$ cat config.mk
export PLATFORM = sky130hd
export DESIGN_NAME = stt_cell
export DESIGN_NICKNAME = d
export VERILOG_FILES = /design/src/rtl/stt_pkg.sv /design/src/rtl/stt_cell.sv
export SDC_FILE = /design/constraint.sdc
export NUM_CORES = 1
export LEC_CHECK = 0
export ABC_AREA = 1
export BUFFER_PORTS_ARGS = -buffer_cell sky130_fd_sc_hd__clkbuf_2
export CORE_ASPECT_RATIO = 0.7
export CORE_MARGIN = 4
export CORE_UTILIZATION = 42
export CTS_BUF_LIST = sky130_fd_sc_hd__clkbuf_8
export DETAILED_ROUTE_END_ITERATION = 12
export HOLD_SLACK_MARGIN = 0.15
export PLACE_DENSITY = 0.83
export RECOVER_POWER = 25
export SLEW_MARGIN = 10
export SYNTH_ARGS = -nofsm -noshare
export SYNTH_HDL_FRONTEND = slang
export SYNTH_SLANG_ARGS = --single-unit
$ cat constraint.sdc
create_clock -name clock -period 3.8 [get_ports clock]
set_input_delay 0.76 -clock clock [delete_from_list [all_inputs] [get_ports clock]]
set_output_delay 0.76 -clock clock [all_outputs]
set_load 0.01 [all_outputs]
$ cat src/rtl/stt_pkg.sv
`default_nettype none

package stt_pkg;

   localparam int MAX_NONZERO = 64;
   localparam int MAX_COLS    = 64;
   localparam int ROW_WIDTH   = 16;
   localparam int COL_WIDTH   = 7;
   localparam int VALUE_WIDTH = 32;
   localparam int CNT_WIDTH   = $clog2(MAX_NONZERO + 1);
   localparam logic [COL_WIDTH-1:0] COL_COUNT_RESET = COL_WIDTH'(MAX_COLS);

   typedef struct packed {
      logic [COL_WIDTH-1:0]          col;
      logic [ROW_WIDTH-1:0]          row;
      logic signed [VALUE_WIDTH-1:0] value;
   } entry_type;

   // command broadcast to every cell
   typedef struct packed {
      logic insert;
      logic shift_out;
   } cell_cmd_type;

   typedef enum logic {
      ST_LOAD,
      ST_DRAIN
   } state_type;

endpackage

`default_nettype wire

$ cat src/rtl/stt_cell.sv
`default_nettype none

module stt_cell (
   input  wire                  clock,
   input  wire                  reset,
   input  stt_pkg::cell_cmd_type cmd,
   input  stt_pkg::entry_type   new_entry,
   input  wire                  left_keep,
   input  stt_pkg::entry_type   left_entry,
   input  wire                  left_valid,
   input  stt_pkg::entry_type   right_entry,
   input  wire                  right_valid,
   output stt_pkg::entry_type   entry_q,
   output logic                 valid_q,
   output logic                 keep
);

   stt_pkg::entry_type entry_ff, entry_in;
   logic               valid_ff, valid_in;

   // an entry stays put when the new one sorts after it (ties keep arrival order)
   assign keep = valid_ff && (entry_ff.col <= new_entry.col);

   always_comb begin
      entry_in = entry_ff;
      valid_in = valid_ff;
      if (cmd.insert) begin
         if (!keep) begin
            if (left_keep) begin
               entry_in = new_entry;
               valid_in = 1'b1;
            end else begin
               entry_in = left_entry;
               valid_in = left_valid;
            end
         end
      end else if (cmd.shift_out) begin
         entry_in = right_entry;
         valid_in = right_valid;
      end
   end

   always_ff @(posedge clock) begin
      if (reset) begin
         valid_ff <= 1'b0;
      end else begin
         valid_ff <= valid_in;
      end
   end

   always_ff @(posedge clock) begin
      entry_ff <= entry_in;
   end

   assign entry_q = entry_ff;
   assign valid_q = valid_ff;

endmodule

`default_nettype wire

==> results of run 1 <==
-- metrics by stage --
stage,std cells,cell area [µm²],worst slack [ns],hold WS (ns),utilization [%]
finish,655,4240,1.17,0.607,61.4
global route,655,4240,1.07,0.648,61.4
CTS,655,4300,1.17,0.611,62.1
detailed placement,647,4180,0.961,0.595,60.5
global placement,647,4180,1.01,0.582,60.5
floorplan,346,3060,0.585,0.602,-
-- synthesized netlist by cell type (all sizes together) --
cell type	n	area, µm²
and2	1	6.26
nand3	3	15.0
inv	15	58.8
edfxtp	55	1650
o21ai	110	551
dfxtp	1	20.0
ha	7	87.6
a21oi	2	10.0
o22ai	1	6.26
clkbuf	4	18.8
nand2	68	255
nand4	1	6.26
or2	1	6.26
buf	19	148
nor2	58	218
-- cells by family after synthesis --
| kind of cell | after synthesis | synth area share, % |
|---|---|---|
| simple gates | 132 | 16.6 |
| compound gates | 113 | 18.5 |
| fa+ha+maj | 7 | 2.86 |
| buf+inv | 38 | 7.36 |
| flops | 56 | 54.7 |
-- registers in the layout, indices dropped and copies added (netlist names) --
register,count
valid_q,1
entry_q,55
-- how the worst max path moves through the flow --
stage / start / endpoint / depth (start not counted) / slack, ns
floorplan: new_entry[54] / entry_q[0] / 9 / 0.59
global placement: new_entry[54] / entry_q[49] / 11 / 1.01
detailed placement: new_entry[54] / entry_q[35] / 11 / 0.96
CTS: new_entry[54] / keep / 11 / 1.17
global route: new_entry[52] / keep / 11 / 1.07
finish: new_entry[54] / keep / 11 / 1.17
-- power by group through the flow --
stage / sequential [W] / clock, W / combinational, W
CTS: 0.000788 / 0.000406 / 0.000372
detailed placement: 0.000803 / 0 / 0.000371
global placement: 0.000800 / 0 / 0.000361
global route: 0.000795 / 0.000433 / 0.000397
finish: 0.000787 / 0.000401 / 0.000356
floorplan: 0.000842 / 0 / 0.000140
-- final cells by class --
class                   count  share of cell area (%)
flip-flops and latches     56                    39.4
multi-input cells         252                    27.4
repair buffers            230                    26.3
well taps                  94                    2.77
clock buffers               5                    1.62
inverters                  15                    1.39
clock inverters             3                    1.12
-- worst max-delay path: cells and delay by family --
family	cells	cell delay, ns
and+or+nand+nor	4	0.33
AOI/OAI and AO/OA	1	0.15
adders and majority gates	1	0.30
buffers and inverters	5	0.34
-- layout by cell type (no fill, tap or decap), drive strengths merged --
cell type    n
clkinv       2
and2         1
nand2       68
nand3        3
o21ai      110
nand4        1
a21oi        2
buf          2
inv         15
clkbuf     233
nor2        58
or2          1
o22ai        1
ha           7
dfxtp        1
edfxtp      55
bufinv       1
-- per-layer routing --
| layer | global-route usage [%] | vias up | wire [µm] | share of wire, % |
|---|---|---|---|---|
| li1 | - | 1613 | - | - |
| met1 | 23.8 | 1471 | 3600 | 37 |
| met2 | 37.2 | 162 | 4880 | 50 |
| met3 | 6.06 | 15 | 1090 | 11 |
| met4 | 5.48 | 0 | 165 | 1.7 |
| met5 | 0 | - | 0 | 0 |
==> results.cfg, run 1 <==
[grt]
first_global_vias = 3090
grt_usage_pct = 20.7
grt_max_degree = 59
overflow = 0
antenna_found_initial = 0
grt_pass1_wl_mm = 14.1

[power]
p_leak_nw = 2.02
p_seq_share_pct = 51.0
power_density_nw_per_um2 = 364
p_total_w = 0.00154
power_frac_comb_pct = 23.0
ir_drop_v = 0.000203
p_int_w = 0.00111
switchingPower_w = 0.000433
clkPwrFrac_pct = 26.0
p_sw_share_pct = 28.0

[timing]
finalMaxSlewViolations = 0
hold_viol_final = 0
setup_violations = 0
finalClockSkew_ns = 0.0118
period_share_pct = 69.3
slew-limit-headroom_pct = 29.3
period_minus_slack_ns = 2.63
fmax_ghz = 0.380
worstMarginPinSlew_ns = 1.06
tns_ns = 0
rsz0062_at_grt = no

[run]
maxCapViolations = 0

[detailed_routing]
vias = 3261
drt_iter0_drc = 168
routed_wl_mm = 9.74
drt_pass1_iterations = 4
wl_per_cell_um = 14.9
route.detailed.drc = 0
postRouteAntennaNets = 0
drt-vias-per-instance = 4.98

[setup_path]
max_stage_delay_ns = 0.30
rrSetupSlack_ns = 1.43
r2r-start = entry_q[54]
cp_cell_sequence = clkbuf_2 -> inv_1 -> ha_1 -> nand2_1 -> inv_1 -> a21oi_1 -> nand2_1 -> nand2_1 -> nand2_1 -> inv_1 -> clkbuf_2
crit_slowest_cell = ha_1
cp_common_cell = nand2_1
critPathRequiredTime_ns = 3.04
cp-start-kind = input port
end_kind = primary output
cp.arrival_ns = 1.87
critPathKind = input port to primary output
rr_endpoint = entry_q[48]
reg2regPathDepth = 9
critPathMaxFanout = 2

[synthesis]
ys_types = 22
yosysSeqAreaShare_pct = 54.7
syn_inst = 346
avgSynthCellArea_um2 = 8.84
ys_ff_latch = 56
syn-cell-area_um2 = 3060
synth_warnings = 0
syn-num-nets = 525

[cts]
cts_resized = 0
clk-insertion-delay-late_ns = 0.31
post_cts_buffers = 0
tritoncts = built
cts.htree.levels = 2
cts_buffers = 5
holdBufCountCts = 0
clk_pin_slew_ns = 0.10
clockRootBuffer = clkbuf_8
cts_buffer_depth = 2
cts.sinks = 56

[hold_path]
min_to = valid_q
hold_path_depth = 4
hp-class = register to register
hp-start = valid_q

[layout]
n_antenna_cell = 0
syn_to_final_growth_pct = 38.7
multiInputGateArea_um2 = 1160
num-fill-cells = 624
nets = 739
drive_gt1_share_pct = 35.7
seq_area_um2 = 1670

[floorplanning]
die_area_um2 = 8730
fp.coreArea_um2 = 6910
start_util_pct = 44.2
die_height_um = 79.4
placementRows = 25
io_pins = 229
die-width_um = 110

[place]
io_buffers = 228
place_hpwl_mm = 7.45
place_congestion = 0.854

[outcome]
status = complete, no violations
Power figures use the tool's default switching activity.
==> run 2: changes to the inputs <==
==> constraint.sdc (replaced) <==
create_clock -name clock -period 2.7 [get_ports clock]
set_input_delay 0.54 -clock clock [delete_from_list [all_inputs] [get_ports clock]]
set_output_delay 0.54 -clock clock [all_outputs]
set_load 0.01 [all_outputs]
==> run 2 against run 1 <==
  * Clock power rose by 37%
  * Largest power group unchanged
  * Critical path type is now register to primary output
  * Flip-flop and latch count did not move
  * Die area did not move
  * Register-to-register slack got worse by 0.81 ns
  * Core utilization rose by 0.36 points
  * Sequential share of layout area fell by 0.23 points
  * Sequential power rose by 41%
  * Non-clock buffer count rose by 4
  * Via count rose by 3.3%
  * Global-route usage rose by 1.9 points
  * Largest cell class unchanged
==> results.cfg, run 2 (synthesis gave the netlist of run 1 again) <==
[layout]
most-common-layout-cells = clkbuf_2 (186), nand2_1 (68), o21ai_1 (59)
nets = 743
num-fill-cells = 626
syn_to_final_growth_pct = 39.6
seq_area_um2 = 1670
largest_reg_flops = 55
fin_area_um2 = 4270
n_antenna_cell = 0
layout_commonest_cell = clkbuf_2
multiInputGateArea_um2 = 1160
drive_gt1_share_pct = 36.1

[timing]
fmax_ghz = 0.429
timing.final.ws_setup_ns = 0.367
whs_ns = 0.475
period_share_pct = 86.4
tns_ns = 0
slew-limit-headroom_pct = 37.9
hold_viol_final = 0
rsz0062_at_grt = no
setup_violations = 0
finalClockSkew_ns = 0.00631
finalMaxSlewViolations = 0
worstMarginPinSlew_ns = 0.931
period_minus_slack_ns = 2.33

[cts]
cts_buffer_depth = 2
cts.htree.levels = 2
clk-insertion-delay-late_ns = 0.30
tritoncts = built
cts.sinks = 56
post_cts_buffers = 0
clk_pin_slew_ns = 0.10
cts_buffers = 5
holdBufCountCts = 0
cts_resized = 0
clockRootBuffer = clkbuf_8

[detailed_routing]
route.detailed.drc = 0
wl_per_cell_um = 15.7
drt_iter0_drc = 273
routed_wl_mm = 10.3
vias = 3370
postRouteAntennaNets = 0
drt-vias-per-instance = 5.11
drt_pass1_iterations = 5

[setup_path]
path_buf_inv = 2
critPathKind = register to primary output
cp_cell_sequence = ha_1 -> nand2_1 -> nor2_1 -> nand4_1 -> nand2_1 -> nand2_1 -> inv_1 -> clkbuf_2
critPathRequiredTime_ns = 2.16
cp-start-kind = register
max_stage_delay_ns = 0.42
critPathMaxFanout = 2
cp.arrival_ns = 1.79
crit_slowest_cell = edfxtp_1
cp_common_cell = nand2_1
end_kind = primary output
crit_family = simple AND/OR/NAND/NOR gates

[place]
place_congestion = 0.867
place_hpwl_mm = 7.93
io_buffers = 228
place_area_um2 = 4210
post-place-ws_ns = 0.389

[grt]
grt_usage_pct = 22.6
overflow = 0
first_global_vias = 3212
grt_max_degree = 57
grt_pass1_wl_mm = 15.2
antenna_found_initial = 0

[run]
maxCapViolations = 0

[power]
power_density_nw_per_um2 = 509
ir_drop_v = 0.000281
p_leak_nw = 2.03

[floorplanning]
start_util_pct = 44.2
placementRows = 25
fp.coreArea_um2 = 6910
io_pins = 229
die-width_um = 110
die_area_um2 = 8730
die_height_um = 79.4

[hold_path]
hp-class = input port to register

[outcome]
status = complete, no violations
-- run 2: path summary, 6_finish.rpt --
| path | to | slack [ns] | start | cells past startpoint |
|---|---|---|---|---|
| hold / removal | valid_q | 0.47 | reset | 4 |
| setup reg to reg | entry_q[4] | 0.62 | entry_q[54] | 9 |
| hold reg to reg | valid_q | 0.61 | valid_q | 4 |
| setup / recovery | keep | 0.37 | entry_q[54] | 8 |
-- run 2: area by class of cell --
type                    count  area share (%)
multi-input cells         252            27.2
clock inverters             3           0.997
clock buffers               5            1.61
flip-flops and latches     56            39.2
well taps                  94            2.76
inverters                  15            1.38
repair buffers            234            26.9
-- run 2: through the flow --
stage | std cells | util (%) | total power (W)
floorplan | 346 | - | 0.00138
global placement | 651 | 60.9 | 0.00164
detailed placement | 651 | 60.9 | 0.00166
CTS | 659 | 62.5 | 0.00221
global route | 659 | 61.7 | 0.00229
finish | 659 | 61.7 | 0.00217
-- run 2: metal layers --
layer	share of wire (%)	up-vias	GRT usage (%)
met1	37	1505	25.9
met2	49	224	40.7
li1	-	1619	-
met3	12	22	6.47
met4	1.7	0	6.60
met5	0	-	0
-- run 2: worst reg2reg max path: stages, from the launching register on --
cell	delay, ns
edfxtp_1	0.42
ha_1	0.34
nand2_1	0.09
nor2_1	0.16
nand2_1	0.07
nand2_1	0.05
nand2_1	0.09
nand3_1	0.10
and2_2	0.18
buf_12	0.24
-- run 2: power by group --
group	switching (W)	total (W)	internal [W]
sequential	0.0000328	0.00111	0.00108
clock	0.000273	0.000548	0.000275
combinational	0.000301	0.000512	0.000212
