File: config.mk
export PLATFORM = sky130hd
export DESIGN_NAME = stt_ctrl
export DESIGN_NICKNAME = d
export VERILOG_FILES = /design/src/rtl/stt_pkg.sv /design/src/rtl/stt_ctrl.sv
export SDC_FILE = /design/constraint.sdc
export NUM_CORES = 1
export LEC_CHECK = 0
export BUFFER_PORTS_ARGS = -buffer_cell sky130_fd_sc_hd__buf_2
export CORE_AREA = 2 2 39 41
export DETAILED_ROUTE_END_ITERATION = 16
export DIE_AREA = 0 0 41 43
export PLACE_DENSITY = 0.81
export RECOVER_POWER = 25
export SETUP_SLACK_MARGIN = 0.2
export SLEW_MARGIN = 10
export SYNTH_ARGS = -nofsm -noshare
export SYNTH_HDL_FRONTEND = slang
export SYNTH_SLANG_ARGS = --single-unit
File: constraint.sdc
create_clock -name clock -period 2.25 [get_ports clock]
set_input_delay 0.45 -clock clock [delete_from_list [all_inputs] [get_ports clock]]
set_output_delay 0.45 -clock clock [all_outputs]
set_load 0.01 [all_outputs]
File: src/rtl/stt_pkg.sv
`default_nettype none

package stt_pkg;

   localparam int MAX_NONZERO = 64;
   localparam int MAX_COLS    = 64;
   localparam int ROW_WIDTH   = 16;
   localparam int COL_WIDTH   = 7;
   localparam int VALUE_WIDTH = 32;
   localparam int CNT_WIDTH   = $clog2(MAX_NONZERO + 1);
   localparam logic [COL_WIDTH-1:0] COL_COUNT_RESET = COL_WIDTH'(MAX_COLS);

   typedef struct packed {
      logic [COL_WIDTH-1:0]          col;
      logic [ROW_WIDTH-1:0]          row;
      logic signed [VALUE_WIDTH-1:0] value;
   } entry_type;

   // command broadcast to every cell
   typedef struct packed {
      logic insert;
      logic shift_out;
   } cell_cmd_type;

   typedef enum logic {
      ST_LOAD,
      ST_DRAIN
   } state_type;

endpackage

`default_nettype wire

File: src/rtl/stt_ctrl.sv
`default_nettype none

module stt_ctrl (
   input  wire                               clock,
   input  wire                               reset,
   input  wire                               start,
   input  wire                               last_entry,
   output logic                              busy,
   output stt_pkg::cell_cmd_type             cmd,
   output logic                              rsp_valid,
   output logic                              rsp_last,
   output logic [stt_pkg::CNT_WIDTH-1:0]     count
);

   stt_pkg::state_type state_ff, state_in;
   logic [stt_pkg::CNT_WIDTH-1:0] count_ff, count_in;
   logic accept;
   logic full;

   assign accept = start && (state_ff == stt_pkg::ST_LOAD);
   assign full   = (count_ff == stt_pkg::CNT_WIDTH'(stt_pkg::MAX_NONZERO));

   always_comb begin
      state_in = state_ff;
      unique case (state_ff)
         stt_pkg::ST_LOAD: begin
            if (accept && last_entry) state_in = stt_pkg::ST_DRAIN;
         end
         stt_pkg::ST_DRAIN: begin
            if (count_ff <= stt_pkg::CNT_WIDTH'(1)) state_in = stt_pkg::ST_LOAD;
         end
         default: state_in = stt_pkg::ST_LOAD;
      endcase
   end

   always_comb begin
      cmd.insert    = 1'b0;
      cmd.shift_out = 1'b0;
      busy          = 1'b0;
      rsp_valid     = 1'b0;
      count_in      = count_ff;
      unique case (state_ff)
         stt_pkg::ST_LOAD: begin
            // a full store drops the beat but still honors its last flag
            if (accept && !full) begin
               cmd.insert = 1'b1;
               count_in   = count_ff + stt_pkg::CNT_WIDTH'(1);
            end
         end
         stt_pkg::ST_DRAIN: begin
            busy = 1'b1;
            if (count_ff != '0) begin
               cmd.shift_out = 1'b1;
               rsp_valid     = 1'b1;
               count_in      = count_ff - stt_pkg::CNT_WIDTH'(1);
            end
         end
         default: begin
            busy = 1'b0;
         end
      endcase
   end

   assign rsp_last = (count_ff == stt_pkg::CNT_WIDTH'(1));
   assign count    = count_ff;

   always_ff @(posedge clock) begin
      if (reset) begin
         state_ff <= stt_pkg::ST_LOAD;
         count_ff <= '0;
      end else begin
         state_ff <= state_in;
         count_ff <= count_in;
      end
   end

endmodule

`default_nettype wire

==> results of run 1 <==
-- critical path, cell delays in order (launching register included) --
cell	delay, ns
dfxtp_1	0.39
or4_4	0.55
o211a_1	0.22
buf_2	0.13
-- cells in the final DEF (no fill, tap or decap), types with 3 or more instances in the layout --
cell / Yosys / final
buf_2: 0 / 15
buf_4: 2 / 4
dfxtp_1: 8 / 7
o31ai_1: 6 / 6
a21oi_1: 7 / 7
a21oi_2: 6 / 6
inv_1: 4 / 4
or4_2: 3 / 3
ha_1: 4 / 4
clkbuf_4: 0 / 3
-- routing by layer --
layer,vias to the layer above,GRT usage,part of all wire
met1,260,0.231,0.48
li1,298,-,-
met5,-,0,0
met4,0,0.0800,0.0015
met2,17,0.222,0.46
met3,2,0.0785,0.056
-- Yosys cell counts, types with 3 or more instances --
| cell type | instances |
|---|---|
| or4_2 | 3 |
| a21oi_1 | 7 |
| inv_1 | 4 |
| o31ai_1 | 6 |
| ha_1 | 4 |
| dfxtp_1 | 8 |
| buf_6 | 3 |
| a21oi_2 | 6 |
-- path summary, 6_finish.rpt --
| check | end | start | slack, ns | depth (start not counted) |
|---|---|---|---|---|
| worst min register to register | count[5] | count[5] | 0.54 | 2 |
| worst min-delay path | state_ff | last_entry | 0.46 | 3 |
| worst max register to register | count[3] | count[1] | 0.25 | 7 |
| worst max-delay path | cmd[1] | count[2] | 0.24 | 3 |
-- per-stage QoR --
step,cells,utilization,area (sq um),total power (uW)
after floorplan,69,-,633,303
after global placement,95,0.494,683,328
after detailed placement,95,0.494,683,332
after CTS,99,0.515,713,457
after global routing,101,0.529,732,496
final,101,0.529,732,458
-- state kept, by name, summed over array words and instances (netlist names) --
name and cells:
state_ff 1, count 7
-- cell type report --
cell class | instances | share of cell area
Clock buffer | 3 | 0.0308
Multi-Input combinational cell | 51 | 0.557
Timing Repair Buffer | 19 | 0.144
Inverter | 4 | 0.0205
Sequential cell | 8 | 0.221
Tap cell | 16 | 0.0274
-- kinds of logic (layout without fill, tap and decap cells) --
group                    count (synthesis)  after routing
AO/OA/AOI/OAI                           25             25
XOR/XNOR                                 1              1
adder cells (fa/ha/maj)                  4              4
buffers and inverters                   10             26
flip-flops                               8              8
AND/OR/NAND/NOR                         21             21
-- repair_timing --
action                     in CTS  in global routing
buffers inserted                1                  2
resized for setup               0                  7
setup endpoints to repair       4                 11
pin swaps                       1                  3
-- power groups by stage --
stage / logic [uW] / clock network, uW / registers [uW]
after floorplan: 124 / 0 / 179
after global placement: 148 / 0 / 180
after detailed placement: 150 / 0 / 182
after CTS: 156 / 121 / 179
after global routing: 182 / 132 / 183
final: 163 / 116 / 180
==> summary.md, run 1 <==
| Metric | Value |
|---|---|
| Status | finished clean |
| DRT Pass-1 Iters | 5 |
| CTS tree | done |
| DRC viols | 0 |
| Post-Syn Area per Cell | a little over 9 sq um |
| Logic pwr share | 0.355 |
| Grt ovf | 0 |
| Share of cells above drive strength 1 | 0.447 |
| Crit-path max FO | 10 |
| Htree depth | 1 |
| Clock Skew | around 0.00079 ns |
| Synth area leader | dfxtp_1 |
| Post-synth top area share | 0.253 |
| Achievable Freq | approximately 500 MHz |
| Ys async rst share | 0 |
| Clock power frac | 0.252 |
| Die area | ~1800 sq um |
| Area added between synthesis and finish | 15.6% |
| Critical path class | flip-flop to output pin |
| Initial antenna violation count | 0 |
| Switching Fraction | 0.361 |
| ANT nets after route | 0 |
| Register area share after synthesis | 0.253 |
| Critical Path End Type | output pin |
| Final Cycle Share | 0.894 |
| EDFF count, synth | 0 |
| Vias in the first global route | 450 |
| Pint | just under 300 uW |
| Core Region | ~1400 sq um |
| Fin nets | 95 |
| Die Y | 43 um |
| Area taken by flip-flops and latches | roughly 160 sq um |
| Largest net degree at the start of global routing | 15 |
| Vias | approximately 580 |
| RSZ-0062 raised after global routing | no |
| Inserted Diodes | 0 |
| Setup crit start kind | flip-flop |
| Input/output buffers | 15 |
| Mapped Area | approximately 630 sq um |
| Clock-pin slew on the worst setup and hold paths | 0.06 ns |
| Hold/Removal Path Class | input pin to flip-flop |
| Clock buffer depth | 2 |
| Relative slew slack | 0.652 |
| Synth Flop Type | dfxtp_1 |
| Synth Area in XOR/XNOR | 0.0138 |
| Gr usage total | 0.170 |
| Most area-consuming cells after synthesis | dfxtp_1 25%, a21oi_2 8.3%, ha_1 7.9% |
| Mapped Nets | 77 |
| WL final | 1.38 mm |
| Global-route wire length before repair | slightly above 2 mm |
| Via-per-instance ratio | between 5 and 6 |
| Largest family of logic cells by synthesized area | compound AO/OA/AOI/OAI gates |
| Cells after Synth | ~70 |
| Actual slew at the worst max-slew pin | about 0.52 ns |
| Fin. Hold Viols | 0 |
| Post-DP HPWL | 876 um |
| Routed len/inst | about 14 um |
| Max Slew Vio Count | 0 |
| Unique masters post-synth | 27 |
| Final Wtd Congestion | 0.769 |
| Die W | between 40 and 50 um |
| DP Worst Slack | between 0.2 and 0.25 ns |
| Synth warn | 0 |
| Clk_lat worst skew | approximately 0.26 ns |
| Final Critical Period | between 2 and 2.5 ns |
| WP data arrival | roughly 1.6 ns |
| Simple-gate portion of the synthesized area | 0.235 |
| Iter 0 DRT Violations | 17 |
| Sum Neg Setup Slack | 0 ns |
| Cell Pwr Density | approximately 630 nW/um^2 |
| Initial Util | 0.458 |
| Final WS setup | between 0.2 and 0.25 ns |
| Synth Area in Adders | 0.0791 |
| Psw | about 170 uW |
| Root Driver | clkbuf_4 |
| CTS Sinks | 8 |
| Flop pwr share | 0.393 |
| Filler cell count | 134 |
| Clock buffer count from CTS | 3 |
| Final setup fails | 0 |
| CTS hold repair buffers | 0 |
| Worst Path Required | 1.80 ns |
| Max cap viols | 0 |
| Num rows | 14 |
| Compound-gate portion of the synthesized area | 0.312 |
| #FFs+latches synth | 8 |
| Area of the multi-input gates | a little over 400 sq um |
| Post-synthesis mux area share | 0 |
| Peak VDD IR | 0.000354 V |
| Io pins | 16 |
| Static leakage | 0.000304 uW |
| Hold WS | 0.464 ns |
(Power assumes the default switching activity.)
==> run 2: changes to the inputs <==
==> constraint.sdc (replaced) <==
create_clock -name clock -period 2.5 [get_ports clock]
set_input_delay 0.5 -clock clock [delete_from_list [all_inputs] [get_ports clock]]
set_output_delay 0.5 -clock clock [all_outputs]
set_load 0.01 [all_outputs]
==> run 2 against run 1 <==
Die area unchanged. Critical endpoint is now rsp_last. Power is 13% lower. First-iteration DRC count fell by 35%. Sequential power is 9% lower. Final area fell by 5.5%. Clock skew rose by 0.0034 ns. Count of clock-buffer cells in the layout unchanged. Critical path depth up 1. Setup slack better by 0.12 ns. Global-route usage increased by 2.0 points. Largest cell class unchanged.
==> summary.md, run 2 (synthesized netlist as in run 1, its figures left out) <==
| Metric | Value |
|---|---|
| Initial antenna violation count | 0 (unchanged) |
| Setup slack, reg-to-reg | 0.50 ns (was 0.25 ns) |
| Largest net degree at the start of global routing | 15 (unchanged) |
| WHS Endpoint | state_ff (unchanged) |
| Peak VDD IR | 0.000242 V (was 0.000354 V) |
| Num rows | 14 (unchanged) |
| Max layer used | met4 (unchanged) |
| Via-per-instance ratio | 6.03 (was 5.71) |
| Critical path class | flip-flop to output pin (unchanged) |
| Clk_lat worst skew | 0.26 ns (about the same) |
| Final Critical Period | 2.14 ns |
| Htree depth | 1 (unchanged) |
| Sum Neg Setup Slack | 0 ns (unchanged) |
| Final Wtd Congestion | 0.849 (was 0.769) |
| Routed len/inst | 13.6 um (about the same) |
| Final total power | 398 uW (was 458 uW) |
| Final WS setup | 0.359 ns (was 0.239 ns) |
| Slowest stage cell, crit path | or4_4 (unchanged) |
| Die W | 41 um (unchanged) |
| Final setup fails | 0 (unchanged) |
| Root Driver | clkbuf_4 (unchanged) |
| ANT nets after route | 0 (unchanged) |
| Share of cells above drive strength 1 | 0.333 (was 0.447) |
| CP startpoint | count[4] (was count[2]) |
| Critical path cell sequence | or4_4 > nor2_1 > and2_1 > buf_2 (was or4_4 > o211a_1 > buf_2) |
| Static leakage | 0.000261 uW (was 0.000304 uW) |
| Input/output buffers | 15 (unchanged) |
| Largest register FFs | 7 (unchanged) |
| Most frequent cells in the layout | 10 x buf_2, 8 x dfxtp_1, 7 x a21oi_1 (was 15 x buf_2, 7 x a21oi_1, 7 x dfxtp_1) |
| Vias | 585 (was 577) |
| DRT Pass-1 Iters | 4 (was 5) |
| R2R Path Start | count[4] (was count[1]) |
| Hold WS | 0.508 ns (was 0.464 ns) |
| Max cap viols | 0 (unchanged) |
| CTS tree | done (unchanged) |
| Io pins | 16 (unchanged) |
| Hold/Removal Path Class | input pin to flip-flop (unchanged) |
| Postcts setup bufs | 0 (was 1) |
| Initial Util | 0.458 (unchanged) |
| Status | finished clean (unchanged) |
| WL met2 | 612 um (was 631 um) |
| Gates resized, CTS repair | 0 (unchanged) |
| R2r endpoint | count[5] (was count[3]) |
| Filler cell count | 136 (was 134) |
| Achievable Freq | roughly 470 MHz |
| Iter 0 DRT Violations | 11 (was 17) |
| Clock buffer depth | 2 (unchanged) |
| Max Slew Vio Count | 0 (unchanged) |
| Die area | 1760 sq um (unchanged) |
| Reg2Reg Depth | 4 (was 7) |
| Area added between synthesis and finish | 9.29% (was 15.6%) |
| Post-DP HPWL | 933 um (was 876 um) |
| RSZ-0062 raised after global routing | no (unchanged) |
| Crit-path max cell delay | 0.61 ns (was 0.55 ns) |
| Setup crit start kind | flip-flop (unchanged) |
| Vias in the first global route | 520 (was 450) |
| CTS hold repair buffers | 0 (unchanged) |
| Actual slew at the worst max-slew pin | 0.687 ns (was 0.521 ns) |
| DP Worst Slack | 0.523 ns (was 0.244 ns) |
| Wl on met1 | 631 um (was 667 um) |
| Clock buffer count from CTS | 3 (unchanged) |
| Worst Path Required | 2.00 ns (was 1.80 ns) |
| WHS Path Cells | 3 (unchanged) |
| Fin cells | 97 (was 101) |
| Die Y | 43 um (unchanged) |
| Inserted Diodes | 0 (unchanged) |
| Relative slew slack | 0.539 (was 0.652) |
| Met3 wire length | 51 um (was 77 um) |
| Cells after DPL | 94 (was 95) |
| WP data arrival | 1.64 ns (was 1.56 ns) |
| Clock-pin slew on the worst setup and hold paths | 0.06 ns (about the same) |
| WL final | 1.32 mm (was 1.38 mm) |
| HP Start | last_entry (unchanged) |
| Core Region | 1380 sq um (unchanged) |
| Final Cycle Share | 0.856 |
| Global-route wire length before repair | 2.33 mm (was 2.02 mm) |
| Commonest non-fill, non-tap cell in the layout | buf_2 (unchanged) |
| Fin nets | 91 (was 95) |
| Cell Pwr Density | 575 nW/um^2 (was 626 nW/um^2) |
| Critical Path End Type | output pin (unchanged) |
| Gr usage total | 0.190 (was 0.170) |
| Grt ovf | 0 (unchanged) |
| Crit-path max FO | 8 (was 10) |
| DRC viols | 0 (unchanged) |
| Fin. Hold Viols | 0 (unchanged) |
| Clock Skew | 0.00416 ns (was 0.000788 ns) |
| CTS Sinks | 8 (unchanged) |
-- run 2: final cells by class --
| type | instances | area, sq um | share of cell area |
|---|---|---|---|
| flip-flops and latches | 8 | 160 | 0.231 |
| multi-input cells | 51 | 405 | 0.586 |
| well taps | 16 | 20.0 | 0.0289 |
| repair buffers | 15 | 68.8 | 0.0995 |
| clock buffers | 3 | 22.5 | 0.0325 |
| inverters | 4 | 15.0 | 0.0217 |
-- run 2: worst max-delay path: cells and delay by family (launching register included) --
family / cells / cell delay (ns)
DFF: 1 / 0.37
buffers and inverters: 1 / 0.12
and+or+nand+nor: 3 / 0.90
-- run 2: power breakdown --
part | internal (uW) | switching [uW]
clock | 55.1 | 46.1
combinational | 59.0 | 74.9
sequential | 139 | 23.4
total | 253 | 144
-- run 2: worst max-delay path by stage --
stage                          end  slack (ns)
after floorplan           count[6]        0.60
after global placement    count[3]        0.57
after detailed placement  count[5]        0.52
after CTS                 rsp_last        0.35
after global routing      rsp_last        0.29
final                     rsp_last        0.36
-- run 2: layer usage --
metal,vias to the layer above,track usage
li1,291,-
met5,-,0
met1,277,0.268
met2,13,0.275
met3,4,0.0314
met4,0,0.0800
-- run 2: through the flow --
| stage | utilization | area (sq um) |
|---|---|---|
| global placement | 0.488 | 676 |
| detailed placement | 0.488 | 676 |
| finish | 0.500 | 692 |
| floorplan | - | 633 |
| global route | 0.500 | 692 |
| CTS | 0.505 | 698 |
==> run 3: changes to the inputs <==
--- a/config.mk
+++ b/config.mk
@@ -10,7 +10,6 @@
 export DETAILED_ROUTE_END_ITERATION = 16
 export DIE_AREA = 0 0 41 43
 export PLACE_DENSITY = 0.81
-export RECOVER_POWER = 25
 export SETUP_SLACK_MARGIN = 0.2
 export SLEW_MARGIN = 10
 export SYNTH_ARGS = -nofsm -noshare
==> run 3 against run 2 <==
Sequential power about the same. Combinational power about the same. Sequential share of layout area down 0.21 points. Count of clock-buffer cells in the layout unchanged. Clock power about the same.
==> summary.md, run 3 (synthesized netlist as in run 1, its figures left out) <==
| Metric | Value |
|---|---|
| Clock buffer count from CTS | 3 (unchanged) |
| CTS tree | done (unchanged) |
| Peak VDD IR | 0.000241 V (was 0.000242 V) |
| Input/output buffers | 15 (unchanged) |
| Area added between synthesis and finish | 10.3% (was 9.29%) |
| Static leakage | 0.000282 uW (was 0.000261 uW) |
| Iter 0 DRT Violations | 11 (unchanged) |
| Die W | 41 um (unchanged) |
| Hold/Removal Path Class | input pin to flip-flop (unchanged) |
| Cell Pwr Density | 571 nW/um^2 (was 575 nW/um^2) |
| WL final | 1.32 mm (about the same) |
| Area of the multi-input gates | 405 sq um (unchanged) |
| DRC viols | 0 (unchanged) |
| Vias | 592 (was 585) |
| Share of cells above drive strength 1 | 0.395 (was 0.333) |
| Io pins | 16 (unchanged) |
| Status | finished clean (unchanged) |
| Reg2Reg Depth | 4 (unchanged) |
| HP Start | last_entry (unchanged) |
| Most frequent cells in the layout | 15 x buf_2, 8 x dfxtp_1, 7 x a21oi_1 (was 10 x buf_2, 8 x dfxtp_1, 7 x a21oi_1) |
| Clock-pin slew on the worst setup and hold paths | 0.06 ns (about the same) |
| Gates resized, CTS repair | 0 (unchanged) |
| Largest register FFs | 7 (unchanged) |
| Commonest non-fill, non-tap cell in the layout | buf_2 (unchanged) |
| Relative slew slack | 0.543 (was 0.539) |
| Via-per-instance ratio | 6.10 (was 6.03) |
| Initial Util | 0.458 (unchanged) |
| Num rows | 14 (unchanged) |
| Inserted Diodes | 0 (unchanged) |
| Area taken by flip-flops and latches | 160 sq um (unchanged) |
| Post-DP HPWL | 933 um (unchanged) |
| Worst setup path endpoint | rsp_last (unchanged) |
| Final Wtd Congestion | 0.849 (unchanged) |
| Postcts setup bufs | 0 (unchanged) |
| Die area | 1760 sq um (unchanged) |
| Global-route wire length before repair | 2.33 mm (unchanged) |
| RSZ-0062 raised after global routing | no (unchanged) |
| Root Driver | clkbuf_4 (unchanged) |
| Initial antenna violation count | 0 (unchanged) |
| Actual slew at the worst max-slew pin | 0.682 ns (was 0.687 ns) |
| Gr usage total | 0.190 (unchanged) |
| Final Cycle Share | 0.855 (was 0.856) |
| Clock buffer depth | 2 (unchanged) |
| Setup crit start kind | flip-flop (unchanged) |
| Setup slack, reg-to-reg | 0.51 ns (was 0.50 ns) |
| Core Region | 1380 sq um (unchanged) |
| Clock Skew | 0.00220 ns (was 0.00416 ns) |
| Fin nets | 91 (unchanged) |
| Htree depth | 1 (unchanged) |
| Critical Path End Type | output pin (unchanged) |
| Worst Path Required | 2.00 ns (about the same) |
| Fin. Hold Viols | 0 (unchanged) |
| CTS Sinks | 8 (unchanged) |
| Max Slew Vio Count | 0 (unchanged) |
| CP startpoint | count[4] (unchanged) |
| WP data arrival | 1.64 ns (about the same) |
| Final Critical Period | 2.14 ns (about the same) |
| DRT Pass-1 Iters | 4 (unchanged) |
| Achievable Freq | 468 MHz (was 467 MHz) |
| Final core occ | 0.505 (was 0.500) |
| Grt ovf | 0 (unchanged) |
| Filler cell count | 131 (was 136) |
| Crit-path max FO | 8 (unchanged) |
| CTS hold repair buffers | 0 (unchanged) |
| Vias in the first global route | 520 (unchanged) |
| Die Y | 43 um (unchanged) |
| Clk_lat worst skew | 0.25 ns (was 0.26 ns) |
| Routed len/inst | 13.6 um (about the same) |
| ANT nets after route | 0 (unchanged) |
| Sum Neg Setup Slack | 0 ns (unchanged) |
| R2R Path Start | count[4] (unchanged) |
| Max cap viols | 0 (unchanged) |
| Final setup fails | 0 (unchanged) |
| Largest net degree at the start of global routing | 15 (unchanged) |
| R2r endpoint | count[5] (unchanged) |
| Critical path class | flip-flop to output pin (unchanged) |
## run 3: changes by cell type in the layout (fill, tap and decap cells not counted)
cell,previous run,this run
buf_2,10,15
clkbuf_1,5,0
## run 3: routing by layer
| layer | part of all wire | vias up | routed length (um) | track usage |
|---|---|---|---|---|
| met4 | 0.0076 | 0 | 10 | 0.0800 |
| met2 | 0.48 | 19 | 637 | 0.275 |
| met3 | 0.049 | 2 | 65 | 0.0314 |
| met1 | 0.46 | 280 | 605 | 0.268 |
| met5 | 0 | - | 0 | 0 |
| li1 | - | 291 | - | - |
## run 3: worst min-delay path by stage
stage | cells past startpoint | slack (ns) | endpoint
after floorplan | 2 | 0.54 | count[5]
after global placement | 2 | 0.53 | count[5]
after detailed placement | 2 | 0.53 | count[5]
after CTS | 3 | 0.50 | state_ff
after global routing | 3 | 0.51 | state_ff
final | 3 | 0.51 | state_ff
## run 3: cell type report
type,instances,area share
clock buffer,3,0.0323
inverter,4,0.0215
sequential,8,0.229
tap,16,0.0287
multi-input combinational,51,0.581
timing repair buffer,15,0.108
## run 3: through the flow
step	worst slack [ns]	cell area [sq um]	total power (uW)	cells	hold slack [ns]
floorplan	0.601	633	273	69	0.541
global placement	0.570	676	295	94	0.526
detailed placement	0.523	676	300	94	0.530
CTS	0.351	698	405	97	0.502
global route	0.289	698	432	97	0.509
finish	0.363	698	399	97	0.512
## run 3: worst max-delay path, cell delays in order, from the launching register on
cell and delay (ns):
dfxtp_1 0.37, or4_4 0.61, nor2_1 0.15, and2_1 0.14
buf_2 0.12
## run 3: report_power, final
group / switching (uW) / internal (uW)
Combinational: 75.1 / 61.0
Clock: 45.6 / 55.1
Sequential: 22.9 / 139
Total: 144 / 255
